**src/rtl/core/sawb_pkg.sv**
```systemverilog
// ----------------------------------------------------------------------------
// sawb_pkg
// Shared types, widths and constants of the stop-and-wait backoff sender.
// ----------------------------------------------------------------------------
`default_nettype none

package sawb_pkg;

  // Field widths.
  localparam int unsigned SeqW     = 32;
  localparam int unsigned SlotW    = 16;
  localparam int unsigned IdW      = 32;
  localparam int unsigned DrawW    = 10;
  localparam int unsigned WaitW    = 26;
  localparam int unsigned AttW     = 4;
  localparam int unsigned TotW     = 32;
  localparam int unsigned CfgIdxW  = 1;
  localparam int unsigned CfgDataW = 32;

  // Register reset values and defaults.
  localparam logic [SlotW-1:0] SlotReset       = 16'd10;
  localparam logic [IdW-1:0]   StationReset    = 32'd0;
  localparam int unsigned      MaxTriesDefault = 10;

  // The backoff window stops growing at this exponent.
  localparam logic [AttW-1:0] ExpCap = 4'd10;

  // Configuration register indexes.
  localparam logic [CfgIdxW-1:0] CfgSlotTime  = 1'b0;
  localparam logic [CfgIdxW-1:0] CfgStationId = 1'b1;

  // Item kinds.
  localparam logic FuncBegin   = 1'b0;
  localparam logic FuncOutcome = 1'b1;

  typedef enum logic [1:0] {
    ActTransmit = 2'd0,
    ActAckWait  = 2'd1,
    ActRetry    = 2'd2,
    ActFailed   = 2'd3
  } sawb_action_e;

  typedef struct packed {
    logic             func;
    logic [SeqW-1:0]  frame_seq;
    logic             got_response;
    logic             response_is_noise;
    logic [SeqW-1:0]  response_seq;
    logic [IdW-1:0]   response_source;
    logic [DrawW-1:0] random_draw;
  } sawb_item_t;

  typedef struct packed {
    sawb_action_e     action;
    logic [WaitW-1:0] wait_ms;
    logic [AttW-1:0]  attempt_number;
    logic [TotW-1:0]  total_sent;
    logic [AttW-1:0]  max_per_frame;
  } sawb_result_t;

  typedef struct packed {
    logic [SlotW-1:0] slot_time_ms;
    logic [IdW-1:0]   station_id;
  } sawb_cfg_t;

  // Mask of the backoff window, 2^exp - 1, limited to the draw width.
  function automatic logic [DrawW-1:0] backoff_mask(input logic [AttW-1:0] exp);
    logic [DrawW-1:0] ones;
    ones = '1;
    return ~(ones << exp);
  endfunction

endpackage

`default_nettype wire

```
**src/rtl/core/sawb_cfg_regs.sv**
```systemverilog
// ----------------------------------------------------------------------------
// sawb_cfg_regs
// Configuration registers: slot time and station id.
// ----------------------------------------------------------------------------
`default_nettype none

module sawb_cfg_regs (
  input  wire logic                           clk_i,
  input  wire logic                           rst_ni,
  input  wire logic                           cfg_we_i,
  input  wire logic [sawb_pkg::CfgIdxW-1:0]   cfg_index_i,
  input  wire logic [sawb_pkg::CfgDataW-1:0]  cfg_data_i,
  output sawb_pkg::sawb_cfg_t                 cfg_o
);

  logic [sawb_pkg::SlotW-1:0] slot_q;
  logic [sawb_pkg::IdW-1:0]   station_q;

  always_ff @(posedge clk_i or negedge rst_ni) begin
    if (!rst_ni) begin
      slot_q    <= sawb_pkg::SlotReset;
      station_q <= sawb_pkg::StationReset;
    end else if (cfg_we_i) begin
      unique case (cfg_index_i)
        sawb_pkg::CfgSlotTime:  slot_q    <= cfg_data_i[sawb_pkg::SlotW-1:0];
        sawb_pkg::CfgStationId: station_q <= cfg_data_i[sawb_pkg::IdW-1:0];
        default: ;
      endcase
    end
  end

  assign cfg_o.slot_time_ms = slot_q;
  assign cfg_o.station_id   = station_q;

endmodule

`default_nettype wire

```
**src/rtl/core/sawb_in_reg.sv**
```systemverilog
// ----------------------------------------------------------------------------
// sawb_in_reg
// Input register: holds one accepted word until the engine consumes it.
// ----------------------------------------------------------------------------
`default_nettype none

module sawb_in_reg (
  input  wire logic                 clk_i,
  input  wire logic                 rst_ni,
  input  wire logic                 in_valid_i,
  output logic                      in_ready_o,
  input  wire sawb_pkg::sawb_item_t item_i,
  input  wire logic                 take_i,
  output logic                      valid_o,
  output sawb_pkg::sawb_item_t      item_o
);

  logic                 valid_q;
  sawb_pkg::sawb_item_t item_q;

  // The slot frees up when the held word is consumed in this cycle.
  assign in_ready_o = !valid_q || take_i;

  always_ff @(posedge clk_i or negedge rst_ni) begin
    if (!rst_ni) begin
      valid_q <= 1'b0;
    end else if (in_ready_o) begin
      valid_q <= in_valid_i;
    end
  end

  always_ff @(posedge clk_i) begin
    if (in_valid_i && in_ready_o) begin
      item_q <= item_i;
    end
  end

  assign valid_o = valid_q;
  assign item_o  = item_q;

endmodule

`default_nettype wire

```
**src/rtl/core/sawb_engine.sv**
```systemverilog
// ----------------------------------------------------------------------------
// sawb_engine
// Frame state and the per-word decision: ack check, backoff and counters.
// ----------------------------------------------------------------------------
`default_nettype none

module sawb_engine #(
  parameter int unsigned MaxTries = sawb_pkg::MaxTriesDefault
) (
  input  wire logic                 clk_i,
  input  wire logic                 rst_ni,
  input  wire logic                 advance_i,
  input  wire sawb_pkg::sawb_item_t item_i,
  input  wire sawb_pkg::sawb_cfg_t  cfg_i,
  output sawb_pkg::sawb_result_t    result_o
);

  localparam int unsigned AttW  = sawb_pkg::AttW;
  localparam int unsigned TotW  = sawb_pkg::TotW;
  localparam int unsigned WaitW = sawb_pkg::WaitW;
  localparam logic [AttW-1:0] MaxTriesC = AttW'(MaxTries);
  localparam logic [AttW-1:0] OneAtt    = AttW'(1);

  logic [sawb_pkg::SeqW-1:0] seq_q, seq_d;
  logic [AttW-1:0]           att_q, att_d;
  logic [TotW-1:0]           tot_q, tot_d;
  logic [AttW-1:0]           max_q, max_d;

  logic                       is_ack;
  logic [AttW-1:0]            exp;
  logic [sawb_pkg::DrawW-1:0] masked_draw;
  logic [WaitW-1:0]           backoff;
  logic [TotW-1:0]            tot_inc;
  logic [AttW-1:0]            max_upd;

  assign is_ack = item_i.got_response && !item_i.response_is_noise &&
                  (item_i.response_seq == seq_q) &&
                  (item_i.response_source == cfg_i.station_id);

  assign exp         = (att_q < sawb_pkg::ExpCap) ? att_q : sawb_pkg::ExpCap;
  assign masked_draw = item_i.random_draw & sawb_pkg::backoff_mask(exp);
  assign backoff     = WaitW'(masked_draw) * WaitW'(cfg_i.slot_time_ms);
  assign tot_inc     = (tot_q == '1) ? tot_q : tot_q + TotW'(1);
  assign max_upd     = (att_q > max_q) ? att_q : max_q;

  always_comb begin
    seq_d = seq_q;
    att_d = att_q;
    tot_d = tot_q;
    max_d = max_q;
    result_o.action         = sawb_pkg::ActFailed;
    result_o.wait_ms        = '0;
    result_o.attempt_number = '0;
    priority if (item_i.func == sawb_pkg::FuncBegin) begin
      seq_d = item_i.frame_seq;
      att_d = OneAtt;
      tot_d = tot_inc;
      result_o.action         = sawb_pkg::ActTransmit;
      result_o.attempt_number = OneAtt;
    end else if (att_q == '0) begin
      // Outcome with no frame open: report failure and change nothing.
      result_o.action = sawb_pkg::ActFailed;
    end else if (is_ack) begin
      att_d = '0;
      max_d = max_upd;
      result_o.action         = sawb_pkg::ActAckWait;
      result_o.wait_ms        = WaitW'(cfg_i.slot_time_ms);
      result_o.attempt_number = att_q;
    end else if (att_q < MaxTriesC) begin
      att_d = att_q + OneAtt;
      tot_d = tot_inc;
      result_o.action         = sawb_pkg::ActRetry;
      result_o.wait_ms        = backoff;
      result_o.attempt_number = att_q + OneAtt;
    end else begin
      att_d = '0;
      max_d = max_upd;
      result_o.action         = sawb_pkg::ActFailed;
      result_o.wait_ms        = backoff;
      result_o.attempt_number = att_q;
    end
    result_o.total_sent    = tot_d;
    result_o.max_per_frame = max_d;
  end

  always_ff @(posedge clk_i or negedge rst_ni) begin
    if (!rst_ni) begin
      seq_q <= '0;
      att_q <= '0;
      tot_q <= '0;
      max_q <= '0;
    end else if (advance_i) begin
      seq_q <= seq_d;
      att_q <= att_d;
      tot_q <= tot_d;
      max_q <= max_d;
    end
  end

  a_att_bound : assert property (@(posedge clk_i) disable iff (!rst_ni)
    att_q <= MaxTriesC) else $error("attempt count beyond the try limit");

  a_max_bound : assert property (@(posedge clk_i) disable iff (!rst_ni)
    max_q <= MaxTriesC) else $error("per-frame maximum beyond the try limit");

  a_tot_mono : assert property (@(posedge clk_i) disable iff (!rst_ni)
    1'b1 |=> tot_q >= $past(tot_q)) else $error("total transmissions went down");

  a_begin_one : assert property (@(posedge clk_i) disable iff (!rst_ni)
    advance_i && (item_i.func == sawb_pkg::FuncBegin) |=> att_q == OneAtt)
    else $error("a new frame did not start at one transmission");

endmodule

`default_nettype wire

```
**src/rtl/core/sawb_out_reg.sv**
```systemverilog
// ----------------------------------------------------------------------------
// sawb_out_reg
// Result register with its valid flag; frees itself when the word is taken.
// ----------------------------------------------------------------------------
`default_nettype none

module sawb_out_reg (
  input  wire logic                   clk_i,
  input  wire logic                   rst_ni,
  input  wire logic                   load_i,
  input  wire sawb_pkg::sawb_result_t result_i,
  output logic                        can_load_o,
  output logic                        out_valid_o,
  input  wire logic                   out_ready_i,
  output sawb_pkg::sawb_result_t      result_o
);

  logic                   valid_q;
  sawb_pkg::sawb_result_t result_q;

  assign can_load_o = !valid_q || out_ready_i;

  always_ff @(posedge clk_i or negedge rst_ni) begin
    if (!rst_ni) begin
      valid_q <= 1'b0;
    end else if (load_i) begin
      valid_q <= 1'b1;
    end else if (out_ready_i) begin
      valid_q <= 1'b0;
    end
  end

  always_ff @(posedge clk_i) begin
    if (load_i) begin
      result_q <= result_i;
    end
  end

  assign out_valid_o = valid_q;
  assign result_o    = result_q;

endmodule

`default_nettype wire

```
**src/rtl/core/stop_and_wait_backoff_sender.sv**
```systemverilog
// ----------------------------------------------------------------------------
// stop_and_wait_backoff_sender
// Sender side of a slotted stop-and-wait scheme with truncated binary
// exponential backoff.
// ----------------------------------------------------------------------------
// An accepted word is held in the input register, then its result is captured
// in the result register, from which it is taken on the result channel.
// Throughput: one word per cycle unless the result channel stalls; the
// decision logic between the two registers is one pass with a 10x16 multiply.
// Reset (rst_ni low, asynchronous) clears all frame state and counters, sets
// slot time to 10 ms and station id to 0, and empties both registers.
`default_nettype none

module stop_and_wait_backoff_sender #(
  parameter int unsigned MaxTries = sawb_pkg::MaxTriesDefault
) (
  input  wire logic                          clk_i,
  input  wire logic                          rst_ni,

  // Input word channel.
  input  wire logic                          in_valid_i,
  output logic                               in_ready_o,
  input  wire logic                          func_i,
  input  wire logic [sawb_pkg::SeqW-1:0]     frame_seq_i,
  input  wire logic                          got_response_i,
  input  wire logic                          response_is_noise_i,
  input  wire logic [sawb_pkg::SeqW-1:0]     response_seq_i,
  input  wire logic [sawb_pkg::IdW-1:0]      response_source_i,
  input  wire logic [sawb_pkg::DrawW-1:0]    random_draw_i,

  // Result word channel.
  output logic                               out_valid_o,
  input  wire logic                          out_ready_i,
  output logic [1:0]                         action_o,
  output logic [sawb_pkg::WaitW-1:0]         wait_ms_o,
  output logic [sawb_pkg::AttW-1:0]          attempt_number_o,
  output logic [sawb_pkg::TotW-1:0]          total_sent_o,
  output logic [sawb_pkg::AttW-1:0]          max_per_frame_o,

  // Configuration write channel.
  input  wire logic                          cfg_valid_i,
  output logic                               cfg_ready_o,
  input  wire logic [sawb_pkg::CfgIdxW-1:0]  cfg_index_i,
  input  wire logic [sawb_pkg::CfgDataW-1:0] cfg_data_i
);

  sawb_pkg::sawb_item_t   in_item;
  sawb_pkg::sawb_item_t   held_item;
  sawb_pkg::sawb_result_t next_result;
  sawb_pkg::sawb_result_t out_result;
  sawb_pkg::sawb_cfg_t    cfg;
  logic                   held_valid;
  logic                   out_can_load;
  logic                   advance;

  // Always writable; user must write only while the block idles, unchecked.
  assign cfg_ready_o = 1'b1;

  sawb_cfg_regs u_cfg (
    .clk_i       (clk_i),
    .rst_ni      (rst_ni),
    .cfg_we_i    (cfg_valid_i && cfg_ready_o),
    .cfg_index_i (cfg_index_i),
    .cfg_data_i  (cfg_data_i),
    .cfg_o       (cfg)
  );

  assign in_item.func              = func_i;
  assign in_item.frame_seq         = frame_seq_i;
  assign in_item.got_response      = got_response_i;
  assign in_item.response_is_noise = response_is_noise_i;
  assign in_item.response_seq      = response_seq_i;
  assign in_item.response_source   = response_source_i;
  assign in_item.random_draw       = random_draw_i;

  // The held word moves on whenever the result register is free or being
  // emptied in the same cycle, so the pipe runs without bubbles.
  assign advance = held_valid && out_can_load;

  sawb_in_reg u_in (
    .clk_i      (clk_i),
    .rst_ni     (rst_ni),
    .in_valid_i (in_valid_i),
    .in_ready_o (in_ready_o),
    .item_i     (in_item),
    .take_i     (advance),
    .valid_o    (held_valid),
    .item_o     (held_item)
  );

  // Frame state updates at the same edge that captures the result, so the
  // following word always sees the state left by the one before it.
  sawb_engine #(
    .MaxTries (MaxTries)
  ) u_engine (
    .clk_i     (clk_i),
    .rst_ni    (rst_ni),
    .advance_i (advance),
    .item_i    (held_item),
    .cfg_i     (cfg),
    .result_o  (next_result)
  );

  sawb_out_reg u_out (
    .clk_i       (clk_i),
    .rst_ni      (rst_ni),
    .load_i      (advance),
    .result_i    (next_result),
    .can_load_o  (out_can_load),
    .out_valid_o (out_valid_o),
    .out_ready_i (out_ready_i),
    .result_o    (out_result)
  );

  assign action_o         = out_result.action;
  assign wait_ms_o        = out_result.wait_ms;
  assign attempt_number_o = out_result.attempt_number;
  assign total_sent_o     = out_result.total_sent;
  assign max_per_frame_o  = out_result.max_per_frame;

endmodule

`default_nettype wire
```
**config.mk**
```make
export PLATFORM = sky130hd
export DESIGN_NAME = stop_and_wait_backoff_sender
export DESIGN_NICKNAME = d
export VERILOG_FILES = /design/src/rtl/core/sawb_pkg.sv /design/src/rtl/core/sawb_cfg_regs.sv /design/src/rtl/core/sawb_in_reg.sv /design/src/rtl/core/sawb_engine.sv /design/src/rtl/core/sawb_out_reg.sv /design/src/rtl/core/stop_and_wait_backoff_sender.sv
export SDC_FILE = /design/constraint.sdc
export NUM_CORES = 1
export LEC_CHECK = 0
export ABC_AREA = 1
export BUFFER_PORTS_ARGS = -buffer_cell sky130_fd_sc_hd__buf_4
export CAP_MARGIN = 20
export CORE_ASPECT_RATIO = 1.5
export CORE_MARGIN = 5
export CORE_UTILIZATION = 25
export CTS_BUF_LIST = sky130_fd_sc_hd__clkbuf_16
export DETAILED_ROUTE_END_ITERATION = 8
export GPL_ROUTABILITY_DRIVEN = 0
export PLACE_DENSITY_LB_ADDON = 0.15
export SETUP_SLACK_MARGIN = 0.15
export SLEW_MARGIN = 5
export SYNTH_ARGS = -nofsm -noshare
export SYNTH_HDL_FRONTEND = slang
export SYNTH_SLANG_ARGS = --single-unit
```
**constraint.sdc**
```tcl
create_clock -name clk_i -period 11.7 [get_ports clk_i]
set_input_delay 0.585 -clock clk_i [delete_from_list [all_inputs] [get_ports clk_i]]
set_output_delay 0.585 -clock clk_i [all_outputs]
set_load 0.02 [all_outputs]
```
* Yosys cells after proc, flatten, opt, wreduce, memory -nomap -nowiden *
Cells that the tools add are included.
W data, S select, Z words.

word-level totals
  flip-flop bits (word level) = 299
  latch bits = 0
  memory bits (writable) = 0
  memory bits (read-only) = 0
  input bits = 147
  output and inout port bits = 71
  word-level logic and storage cells = 75
  memories kept = 0

cells by class
  $add $sub $neg = 2
  $mul = 1
  div/mod/pow operators = 0
  $lt $le $gt $ge = 2
  equal/unequal tests = 4
  shift operators = 1
  muxes and demuxes = 21
  bitwise gates (word level) = 4
  reductions and logical operators = 18

operators with widths
  operator                 count
  $mux W32                 6
  $eq A32 B32 Y1           2
  $mux W4                  10
  $add A32 B1 Y32 const B  1
  $eq A32 B32 Y1 const B   1
  $mux W31                 1
  $mul A10 B16 Y26         1
  $and A10 B10 Y10         1
  $not A10 Y10             1
  $shl A10 B4 Y10 const A  1
  $reduce_and A2 Y1        4
  $logic_and A1 B1 Y1      5
  $add A4 B1 Y4 const B    1
  $gt A4 B4 Y1             1
  $logic_not A4 Y1         1
  $lt A4 B4 Y1 const B     1
  $logic_not A1 Y1         3
  $mux W1                  3
  $reduce_or A3 Y1         1
  $logic_or A1 B1 Y1       2
  $mux W2                  1
  $ne A2 B2 Y1 const B     1
  $not A1 Y1               2
  $reduce_bool A2 Y1       1
  $reduce_or A2 Y1         1

* Depth between registers and ports, before layout *
Gate-level depths: netlist of the first run.

  depth in word-level cells = 9
  depth in mapped cells = 32
  depth with buffers taken out = 30

* Modules after synthesis *
From an unflattened synthesis of the first run, not the netlist that was laid out.

second synthesis, totals
  cells, all modules = 2,075
  area total of the unflattened synthesis = 18,516.5 um^2

modules (own cells, without submodules)
  module                        instances  cells an instance  area an instance (um^2)  seq. area each (um^2)
  sawb_engine                   1          1,674              11,198.2                 1,801.7
  sawb_in_reg                   1          115                3,318.2                  3,298.2
  sawb_out_reg                  1          73                 2,087.0                  2,067.0
  sawb_cfg_regs                 1          209                1,894.3                  1,203.7
  stop_and_wait_backoff_sender  1          4                  18.8                     0.0

* Worst setup path before layout of the first run *
OpenSTA, ideal clock, no wires.

  path kind = flip-flop to flip-flop
  start = register u_engine.att_q[2]
  end = register u_out.result_q, in the netlist u_out.result_o[62] (data pin)
  library setup time = 146 ps
  data arrival time = 5,774 ps
  required time = 11,554 ps
  setup slack = 5,780 ps
  cell stages (with the launch flop) = 27
  buffers on the path = 1
  cell sequence = dfrtp_1 clkbuf_1 nor2_1 inv_1 nand2_1 ha_1 nor2_1 nor3_2 clkinv_1 nor2_1 fa_1 fa_1 fa_1 fa_1 inv_1 fa_1 inv_1 ha_1 nand2_1 nor2_1 inv_1 nor2_1 nand4_1 nand3_1 a31oi_1 or2_2 a21oi_1

on the way
  word-level cells in the longest chain between the ends = 7
  elaborated cells between the ends (all ways) = 9
  those cells by class = mul: 1; order compare: 1; shift: 1; mux: 2; bitwise: 2; reduce/logical: 2

ends and longest elaborated chain
  what                      RTL line            text
  start: declaration        sawb_engine.sv:25   logic [AttW-1:0] att_q, att_d;
  start signal: assignment  sawb_engine.sv:94   att_q <= att_d;
  $lt A4 B4 Y1              sawb_engine.sv:40   assign exp = (att_q < sawb_pkg::ExpCap) ? att_q : sawb_pkg::ExpCap;
  $mux W4                   sawb_engine.sv:40
  $shl A10 B4 Y10           sawb_pkg.sv:70      return ~(ones << exp);
  $not A10 Y10              sawb_pkg.sv:70
  $and A10 B10 Y10          sawb_engine.sv:41   assign masked_draw = item_i.random_draw & sawb_pkg::backoff_mask(exp);
  $mul A10 B16 Y26          sawb_engine.sv:42   assign backoff = WaitW'(masked_draw) * WaitW'(cfg_i.slot_time_ms);
  $mux W31                  sawb_engine.sv:69   end else if (att_q < MaxTriesC) begin
  end signal: assignment    sawb_out_reg.sv:35  result_q <= result_i;
  end: declaration          sawb_out_reg.sv:19  sawb_pkg::sawb_result_t result_q;

Parallel ways exist; a longest one is shown, timed or not.
A chain may end at the register's enable or synchronous reset.

* Worst setup path after layout of the first run *
  start = register u_engine.att_q[1]
  end = register u_out.result_q, in the netlist u_out.result_o[59] (data pin)

The elaborated chain is that of the path after synthesis.

==> results of run 1 <==
==> sequential cells by signal, summed over array words and instances, names as in the netlist <==
register and count:
u_cfg.slot_q 16, u_cfg.station_q 32, u_engine.att_q 4, u_engine.max_q 4
u_engine.seq_q 32, u_engine.tot_q 32, u_in.item_o 109, u_in.valid_o 1
u_out.out_valid_o 1, u_out.result_o 68
==> worst max-delay path: stages, from the launching register on <==
cell	delay [ns]
dfrtp_1	0.46
nor2_1	0.13
inv_1	0.08
nand2_1	0.17
ha_1	0.23
nor2_1	0.07
nor3_1	0.59
inv_1	0.46
nor2_1	0.28
fa_1	0.46
fa_1	0.50
fa_1	0.52
fa_1	0.54
inv_1	0.06
fa_1	0.53
inv_1	0.05
ha_1	0.38
nand2_1	0.10
nor2_1	0.11
nor2_1	0.06
o21ai_0	0.44
a21oi_1	0.14
o21bai_1	0.22
a21oi_1	0.09
o21a_1	0.13
==> area by class of cell <==
type | instances | area (sq um)
Fill cell | 7708 | 50510
Tap cell | 922 | 1154
Antenna cell | 1 | 2.502
Inverter | 347 | 1308
Clock buffer | 36 | 900.9
Timing Repair Buffer | 223 | 1690
Multi-Input combinational cell | 1322 | 8439
Clock inverter | 29 | 291.5
Sequential cell | 299 | 8371
==> layout by cell type, fill, tap and decap left out, types with 5 or more instances in the layout <==
master and n:
o21ai_1 7, nand2_2 7, ha_1 70, o21a_1 5, a211oi_1 10, nand2_1 484, a31oi_1 5, a21oi_1 74
nor2_1 223, xor2_1 6, inv_1 348, xnor2_1 22, bufinv_16 5, nor3_1 19, dfrtp_1 120, edfxtp_1 177
nand3_1 84, and2_1 17, inv_2 5, or2_2 10, nand4_1 43, o21bai_1 5, mux2_2 20, o21ai_0 61
fa_1 110, clkbuf_16 36, buf_4 221
==> layer usage <==
layer  global-route usage [%]  up-vias  share of wire [%]
met5                        0        -              0.074
li1                         -     6849                  -
met2                    25.56      313                 52
met4                    4.943        6                3.6
met3                    2.628       84                4.4
met1                    16.12     6592                 40
==> power breakdown <==
group | switching (uW) | internal (uW) | total [uW]
sequential | 118 | 1310 | 1430
combinational | 743 | 412 | 1150
clock | 476 | 678 | 1150
==> cells by family after synthesis <==
| group | after synthesis | synth area share (%) |
|---|---|---|
| mux | 20 | 1.226 |
| xor+xnor | 28 | 1.335 |
| fa+ha+maj | 180 | 16.76 |
| compound gates | 180 | 5.396 |
| other cells | 1 | 0.02042 |
| simple gates | 913 | 21.19 |
| flops | 299 | 45.58 |
| buf+inv | 402 | 8.489 |
==> metrics by stage <==
stage | util, % | std cells
detailed placement | 28.82 | 3112
CTS | 30.46 | 3177
floorplan | - | 2023
global route | 30.49 | 3178
global placement | 28.82 | 3112
finish | 30.49 | 3179
==> how the worst min path moves through the flow <==
stage	endpoint	start	depth (start not counted)	slack, ns
global route	u_cfg.slot_q[9]$_DFFE_PN0P_	rst_ni	1	0.11
CTS	u_cfg.slot_q[9]$_DFFE_PN0P_	rst_ni	1	0.09
floorplan	u_cfg.slot_q[0]$_DFFE_PN0P_	rst_ni	0	0.29
finish	u_cfg.slot_q[9]$_DFFE_PN0P_	rst_ni	1	0.06
global placement	u_engine.seq_q[21]$_DFFE_PN0P_	u_in.item_o[97]$_DFFE_PP_	1	0.46
detailed placement	u_engine.seq_q[4]$_DFFE_PN0P_	u_in.item_o[80]$_DFFE_PP_	1	0.46
==> reports/results.txt, run 1 <==
status: completed
post-place setup slack: 4.670 ns
crit end category: flop
Pwr Total: 3740 uW
unrepaired setup endpoints after global routing: false
MaxCap Viol Count: 0
setup TNS: 0 ns
Critical path origin: u_engine.att_q[1]$_DFFE_PN0P_
tightest hold margin: 0.05900 ns
Wirelength per Cell: 17.35 um
fmax: 141.7 MHz
setup ws final: 4.642 ns
relative max-transition margin: 34.81%
die width: 231.3 um
Hold WC Path Type: input pin to async pin
Final nets: 2556
Critical R2R Launch: u_engine.att_q[1]$_DFFE_PN0P_
clock latency on the worst-skew pair: 0.57 ns
largest net degree at the start of global routing: 76
number of DRC markers in iteration 0: 540
CP Max Fanout: 13
Root Driver: clkbuf_16
via count: 13840
final setup violating endpoints: 0
FFs w/ async S/R, synth: 40.80%
Post CTS Setup Buffer Count: 0
Layout area overhead: 20.65%
minimum clock period: 7.058 ns
CTS Buf Count: 36
initial antenna violation count: 4
Synth cell types: 52
Cell Area, Synth: 18360 sq um
clk buf depth: 3
Synth area leaders: edfxtp_1, dfrtp_1, fa_1, nand2_1, inv_1
Required @ worst endpoint: 12.01 ns
WP data arrival: 7.37 ns
vias in the first global route: 14830
Slew @ Worst Pin: 0.9719 ns
CTS Hold Bufs: 0
final hold vios: 0
fin. max-slew vios: 0
flop and latch count out of synthesis: 299
top cell type's share of synthesized area: 28.94%
Die Area: 79090 sq um
top-count cell post-synth: nand2_1
Reg2Reg Depth: 24
Gates resized, CTS repair: 0
area of placed instances: 20940 sq um
DRT Pass-1 Iters: 5
IO Count: 218
Pleak: 0.01065 uW
Seq/Total Area, Yosys: 45.58%
Routed Antenna Nets: 0
TritonCTS Sinks: 299
drt total wl: 55.17 mm
Avg Cell Area, Syn: 9.078 sq um
area leader, netlist: edfxtp_1
DRC viols: 0
CTS HTree Levels: 2
share of layout cells above drive strength 1: 15.07%
Clk pin slew, worst setup/hold paths: 0.07 ns
CP endpoint: u_out.result_o[59]$_SDFFCE_PP0P_
Die Height: 341.9 um
CTS tree: built
setup slack, reg-to-reg: 4.64 ns
gr ovfl total: 0
Gate Count Post-Synth: 2023
Buffers on Ports: 216
core area: 72670 sq um
GRT Overall Usage: 13.93%
prevailing post-synth register cell: edfxtp_1
Starting Density: 25.27%
Worst Setup Start Kind: flop
WS Path Type: flop to flop
Vias/cell: 4.355
power density cells: 168.8 nW/um^2
Final Cycle Share: 60.33%
first-pass GRT wire length: 86.02 mm
Post-synth EDFFs: 177
worst reg2reg path endpoint: u_out.result_o[59]$_SDFFCE_PP0P_
post-synth net total: 2350
IR Drop Worst-Case VDD: 0.0001188 V
Cell Rows: 121
Synth Warn #: 0
DP HPWL: 43.20 mm
Synth top cells by count: nand2_1, inv_1, nor2_1
Finished Cell Area: 22160 sq um
final setup skew: 0.03219 ns
(Power assumes the default switching activity.)
==> run 2, diff against run 1 <==
clock period = 6.62 ns   (was 11.7 ns; I/O delays follow)
==> reports/results.txt, run 2 (synthesis results as in run 1) <==
DRC viols: 0
Comb pwr share: 33.3%
initial antenna violation count: 7
setup slack, reg-to-reg: 0.50 ns
TritonCTS Sinks: 299
Clock Power Share: 28.2%
clk buf depth: 3
Int Pwr: 4163 uW
Pleak: 0.01117 uW
first-pass GRT wire length: 88.29 mm
Required @ worst endpoint: 6.91 ns
clock latency on the worst-skew pair: 0.56 ns
fin cells: 3319
power density cells: 278.1 nW/um^2
via count: 14430
area of placed instances: 21040 sq um
Final Cycle Share: 92.48%
min-delay src: cfg_data_i[21]
number of flip-flops in the largest register: 109
Sequential Power Share: 38.6%
share of layout cells above drive strength 1: 15.13%
Critical path origin: u_engine.att_q[1]$_DFFE_PN0P_
placed cells: 3125
sw frac: 36.19%
WP data arrival: 6.42 ns
core area: 72670 sq um
Critical R2R Launch: u_engine.att_q[1]$_DFFE_PN0P_
unrepaired setup endpoints after global routing: false
CTS tree: built
WS Path Type: flop to flop
Clk pin slew, worst setup/hold paths: 0.06 ns
final setup violating endpoints: 0
DRT Pass-1 Iters: 5
largest net degree at the start of global routing: 65
DP HPWL: 43.93 mm
Reg2Reg Depth: 27
die width: 231.3 um
status: completed
worst hold path cell count: 3
Vias/cell: 4.346
Die Area: 79090 sq um
IR Drop Worst-Case VDD: 0.0001664 V
number of DRC markers in iteration 0: 634
Buffers on Ports: 216
Cell Rows: 121
Routed Antenna Nets: 0
commonest non-fill, non-tap cells in the layout: nand2_1, inv_1, buf_4
drt total wl: 56.49 mm
Worst Setup Start Kind: flop
setup ws final: 0.4979 ns
minimum clock period: 6.122 ns
Finished Cell Area: 23470 sq um
Layout area overhead: 27.78%
fin. max-slew vios: 0
vias in the first global route: 15360
Root Driver: clkbuf_16
fmax: 163.3 MHz
setup TNS: 0 ns
crit end category: flop
worst reg2reg path endpoint: u_out.result_o[65]$_SDFFCE_PP0P_
hold endpoint: u_cfg.station_q[21]$_DFFE_PN0P_
CTS HTree Levels: 2
MaxCap Viol Count: 0
CP Max Fanout: 6
GRT Overall Usage: 14.26%
relative max-transition margin: 42.05%
Wirelength per Cell: 17.02 um
IO Count: 218
post-place setup slack: 0.1729 ns
Hold WC Path Type: input pin to flop
Slew @ Worst Pin: 0.8693 ns
gr ovfl total: 0
most common cell after layout, fill and taps aside: nand2_1
final hold vios: 0
Die Height: 341.9 um
CTS Buf Count: 34
final setup skew: 0.01558 ns
P_sw: 2361 uW
Starting Density: 25.27%
Final nets: 2694
[run 2: per-stage QoR]
step | total power (uW) | hold slack (ns) | util [%]
finish | 6524 | 0.03119 | 32.29
global route | 6994 | 0.03694 | 32.28
CTS | 6607 | 0.001421 | 32.09
detailed placement | 4654 | 0.3832 | 28.95
global placement | 4628 | 0.3909 | 28.95
floorplan | 3877 | 0.03541 | -
[run 2: layout make-up]
| class | instances | area, sq um |
|---|---|---|
| diodes | 5 | 12.51 |
| clock inverters | 25 | 152.6 |
| flip-flops and latches | 299 | 8371 |
| repair inverters | 1 | 7.507 |
| clock buffers | 36 | 900.9 |
| inverters | 347 | 1319 |
| multi-input cells | 1322 | 8497 |
| fillers | 7570 | 49200 |
| repair buffers | 362 | 3052 |
| well taps | 922 | 1154 |
[run 2: what timing repair did]
action | 4_1_cts | 5_1_grt
setup buffers | 0 | 4
gates resized for setup | 1 | 16
setup endpoints to repair | 2 | 16
pin swaps | 0 | 2
endpoints found under the hold margin | 177 | 0
gates cloned | 0 | 1
hold buffers | 122 | 0
[run 2: worst max-delay path by stage]
stage / cells after the start / to
floorplan: 26 / u_out.result_o[62]$_SDFFCE_PP0P_
global placement: 27 / u_out.result_o[65]$_SDFFCE_PP0P_
detailed placement: 23 / u_out.result_o[59]$_SDFFCE_PP0P_
CTS: 27 / u_out.result_o[65]$_SDFFCE_PP0P_
global route: 27 / u_out.result_o[65]$_SDFFCE_PP0P_
finish: 27 / u_out.result_o[65]$_SDFFCE_PP0P_
[run 2: critical path, stage by stage (launching register included)]
cell and delay [ns]:
dfrtp_1 0.38, nor2_1 0.10, inv_1 0.08, nand2_1 0.10, ha_2 0.21, nor2_1 0.07
nor3_2 0.29, clkinvlp_4 0.21, buf_12 0.17, nor2_1 0.13, fa_1 0.48, fa_1 0.54
fa_1 0.48, fa_1 0.51, inv_1 0.05, fa_1 0.53, inv_1 0.04, ha_1 0.36
a21oi_1 0.22, inv_1 0.06, a31oi_1 0.14, o21ai_1 0.13, nand2_1 0.10, nand3_1 0.11
nand3_1 0.09, nand2_1 0.07, o21bai_1 0.12, a21oi_1 0.05
[run 2: routing by layer]
| metal | up-vias | part of all wire (%) | track usage, % | wire length (um) |
|---|---|---|---|---|
| li1 | 7133 | - | - | - |
| met3 | 92 | 4.5 | 2.694 | 2535 |
| met5 | - | 0.048 | 0 | 27 |
| met1 | 6883 | 40 | 16.52 | 22770 |
| met2 | 314 | 52 | 26.33 | 29250 |
| met4 | 4 | 3.4 | 4.683 | 1914 |
[run 2: power by group through the flow]
| stage | clock network, uW | registers, uW | logic [uW] |
|---|---|---|---|
| 6_report | 1840 | 2520 | 2170 |
| 2_1_floorplan | 0 | 2590 | 1280 |
| 4_1_cts | 1920 | 2520 | 2160 |
| 5_1_grt | 1980 | 2560 | 2460 |
| 3_5_place_dp | 0 | 2560 | 2090 |
| 3_3_place_gp | 0 | 2550 | 2070 |
==> run 3, diff against run 2 <==
CORE_UTILIZATION = 60   (was 25)
==> reports/results.txt, run 3 (synthesis results as in run 1) <==
status: completed
area of placed instances: 20330 sq um
Root Driver: clkbuf_16
Vias/cell: 5.478
most used cell along the critical path: fa_1
IO Count: 218
CTS HTree Levels: 1
worst path bufs/invs: 6
Die Height: 224.3 um
max incr delay on CP: 0.55 ns
setup TNS: 0 ns
setup slack, reg-to-reg: 0.30 ns
fin. max-slew vios: 0
vias in the first global route: 15790
clk buf depth: 3
Layout area overhead: 23.53%
GRT Overall Usage: 27.94%
share of layout cells above drive strength 1: 15.84%
WP data arrival: 6.73 ns
relative max-transition margin: 35.09%
minimum clock period: 6.318 ns
DRT Pass-1 Iters: 5
Buffers on Ports: 216
CP Max Fanout: 8
power density cells: 278.0 nW/um^2
gr ovfl total: 0
largest net degree at the start of global routing: 74
Wirelength per Cell: 17.43 um
fmax: 158.3 MHz
Finished Cell Area: 22690 sq um
DP HPWL: 32.03 mm
cell depth of the worst setup path: 25
filler instances: 2097
CTS Buf Count: 28
crit end category: flop
Final Cycle Share: 95.44%
Clk pin slew, worst setup/hold paths: 0.07 ns
unrepaired setup endpoints after global routing: false
die width: 152.8 um
WS Path Type: flop to flop
most common cell after layout, fill and taps aside: nand2_1
CTS tree: built
commonest non-fill, non-tap cells in the layout: nand2_1, inv_1, buf_4
number of flip-flops in the largest register: 109
initial antenna violation count: 1
Worst Setup Start Kind: flop
worst hold path cell count: 3
first-pass GRT wire length: 78.05 mm
Hold WC Path Type: input pin to flop
Pleak: 0.01106 uW
slowest CP cell: fa_1
TritonCTS Sinks: 299
final hold vios: 0
Slew @ Worst Pin: 0.9737 ns
MaxCap Viol Count: 0
final setup violating endpoints: 0
Die Area: 34280 sq um
drt total wl: 48.50 mm
Routed Antenna Nets: 0
number of DRC markers in iteration 0: 1164
IR Drop Worst-Case VDD: 0.0002837 V
clock latency on the worst-skew pair: 0.57 ns
final setup skew: 0.01538 ns
Required @ worst endpoint: 7.03 ns
Starting Density: 60.70%
Cell Rows: 78
via count: 15240
Final nets: 2685
core area: 30250 sq um
Reg2Reg Depth: 25
DRC viols: 0
critical path's top delay family: adder cells
[run 3: cell count changes in the layout (fill, tap and decap cells not counted), moves of 3 or more]
| cell | change |
|---|---|
| clkbuf_16 | -7 |
| clkinv_1 | -4 |
| clkinv_2 | +3 |
| clkinv_4 | +6 |
| clkinvlp_4 | +3 |
| diode_2 | -3 |
| dlygate4sd3_1 | -5 |
| inv_1 | -11 |
| nor2_1 | -4 |
| nor2_2 | +4 |
[run 3: tightest hold or removal path, delay by kind of cell]
family	cells	cell delay [ns]
buffers and inverters	1	0.08
AO/OA/AOI/OAI	1	0.10
AND/OR/NAND/NOR	1	0.04
[run 3: routing by layer]
layer	global-route usage [%]	share of wire (%)
met1	33.61	36
met4	11.91	4.8
met3	3.850	7.3
met2	50.45	52
met5	0	0
[run 3: cell type report]
class	instances	area (sq um)	area share, %
well taps	400	500.5	2.206
multi-input cells	1322	8514	37.53
clock buffers	29	725.7	3.199
clock inverters	23	219.0	0.9652
diodes	2	5.005	0.02206
flip-flops and latches	299	8373	36.91
inverters	347	1333	5.874
repair inverters	3	17.52	0.07722
repair buffers	357	2998	13.21
[run 3: what timing repair did]
item                                   4_1_cts  5_1_grt
endpoints found under the hold margin      171        0
setup buffers                                0        9
cloned                                       0        3
setup endpoints to repair                    1       17
gates resized for setup                      4       23
hold buffers                               117        0
pin swaps                                    0        4
[run 3: worst paths after layout]
| kind | startpoint | end |
|---|---|---|
| min in group asynchronous | rst_ni | u_engine.max_q[2]$_DFFE_PN0P_ |
| worst min-delay path | cfg_data_i[17] | u_cfg.station_q[17]$_DFFE_PN0P_ |
| worst max register to register | u_engine.att_q[1]$_DFFE_PN0P_ | u_out.result_o[62]$_SDFFCE_PP0P_ |
| worst max-delay path | u_engine.att_q[1]$_DFFE_PN0P_ | u_out.result_o[62]$_SDFFCE_PP0P_ |
| worst min register to register | u_in.item_o[80]$_DFFE_PP_ | u_engine.seq_q[4]$_DFFE_PN0P_ |
| max in group asynchronous | rst_ni | u_engine.seq_q[1]$_DFFE_PN0P_ |
[run 3: per-stage QoR]
step | worst slack (ns) | hold WS [ns] | power, uW | utilization, % | instances
after floorplan | 0.7000 | 0.03541 | 3877 | - | 2023
after global placement | 0.3637 | 0.4589 | 4389 | 67.21 | 2597
after detailed placement | 0.1429 | 0.4657 | 4475 | 67.21 | 2597
after CTS | 0.1650 | 0.002008 | 6184 | 74.25 | 2766
after global routing | 0.07544 | 0.04503 | 6679 | 74.98 | 2781
final | 0.3021 | 0.02392 | 6307 | 74.98 | 2782
[run 3: report_power, final]
group	internal, uW	total, uW	switching (uW)
clock	894	1660	763
sequential	2320	2530	207
combinational	820	2120	1300
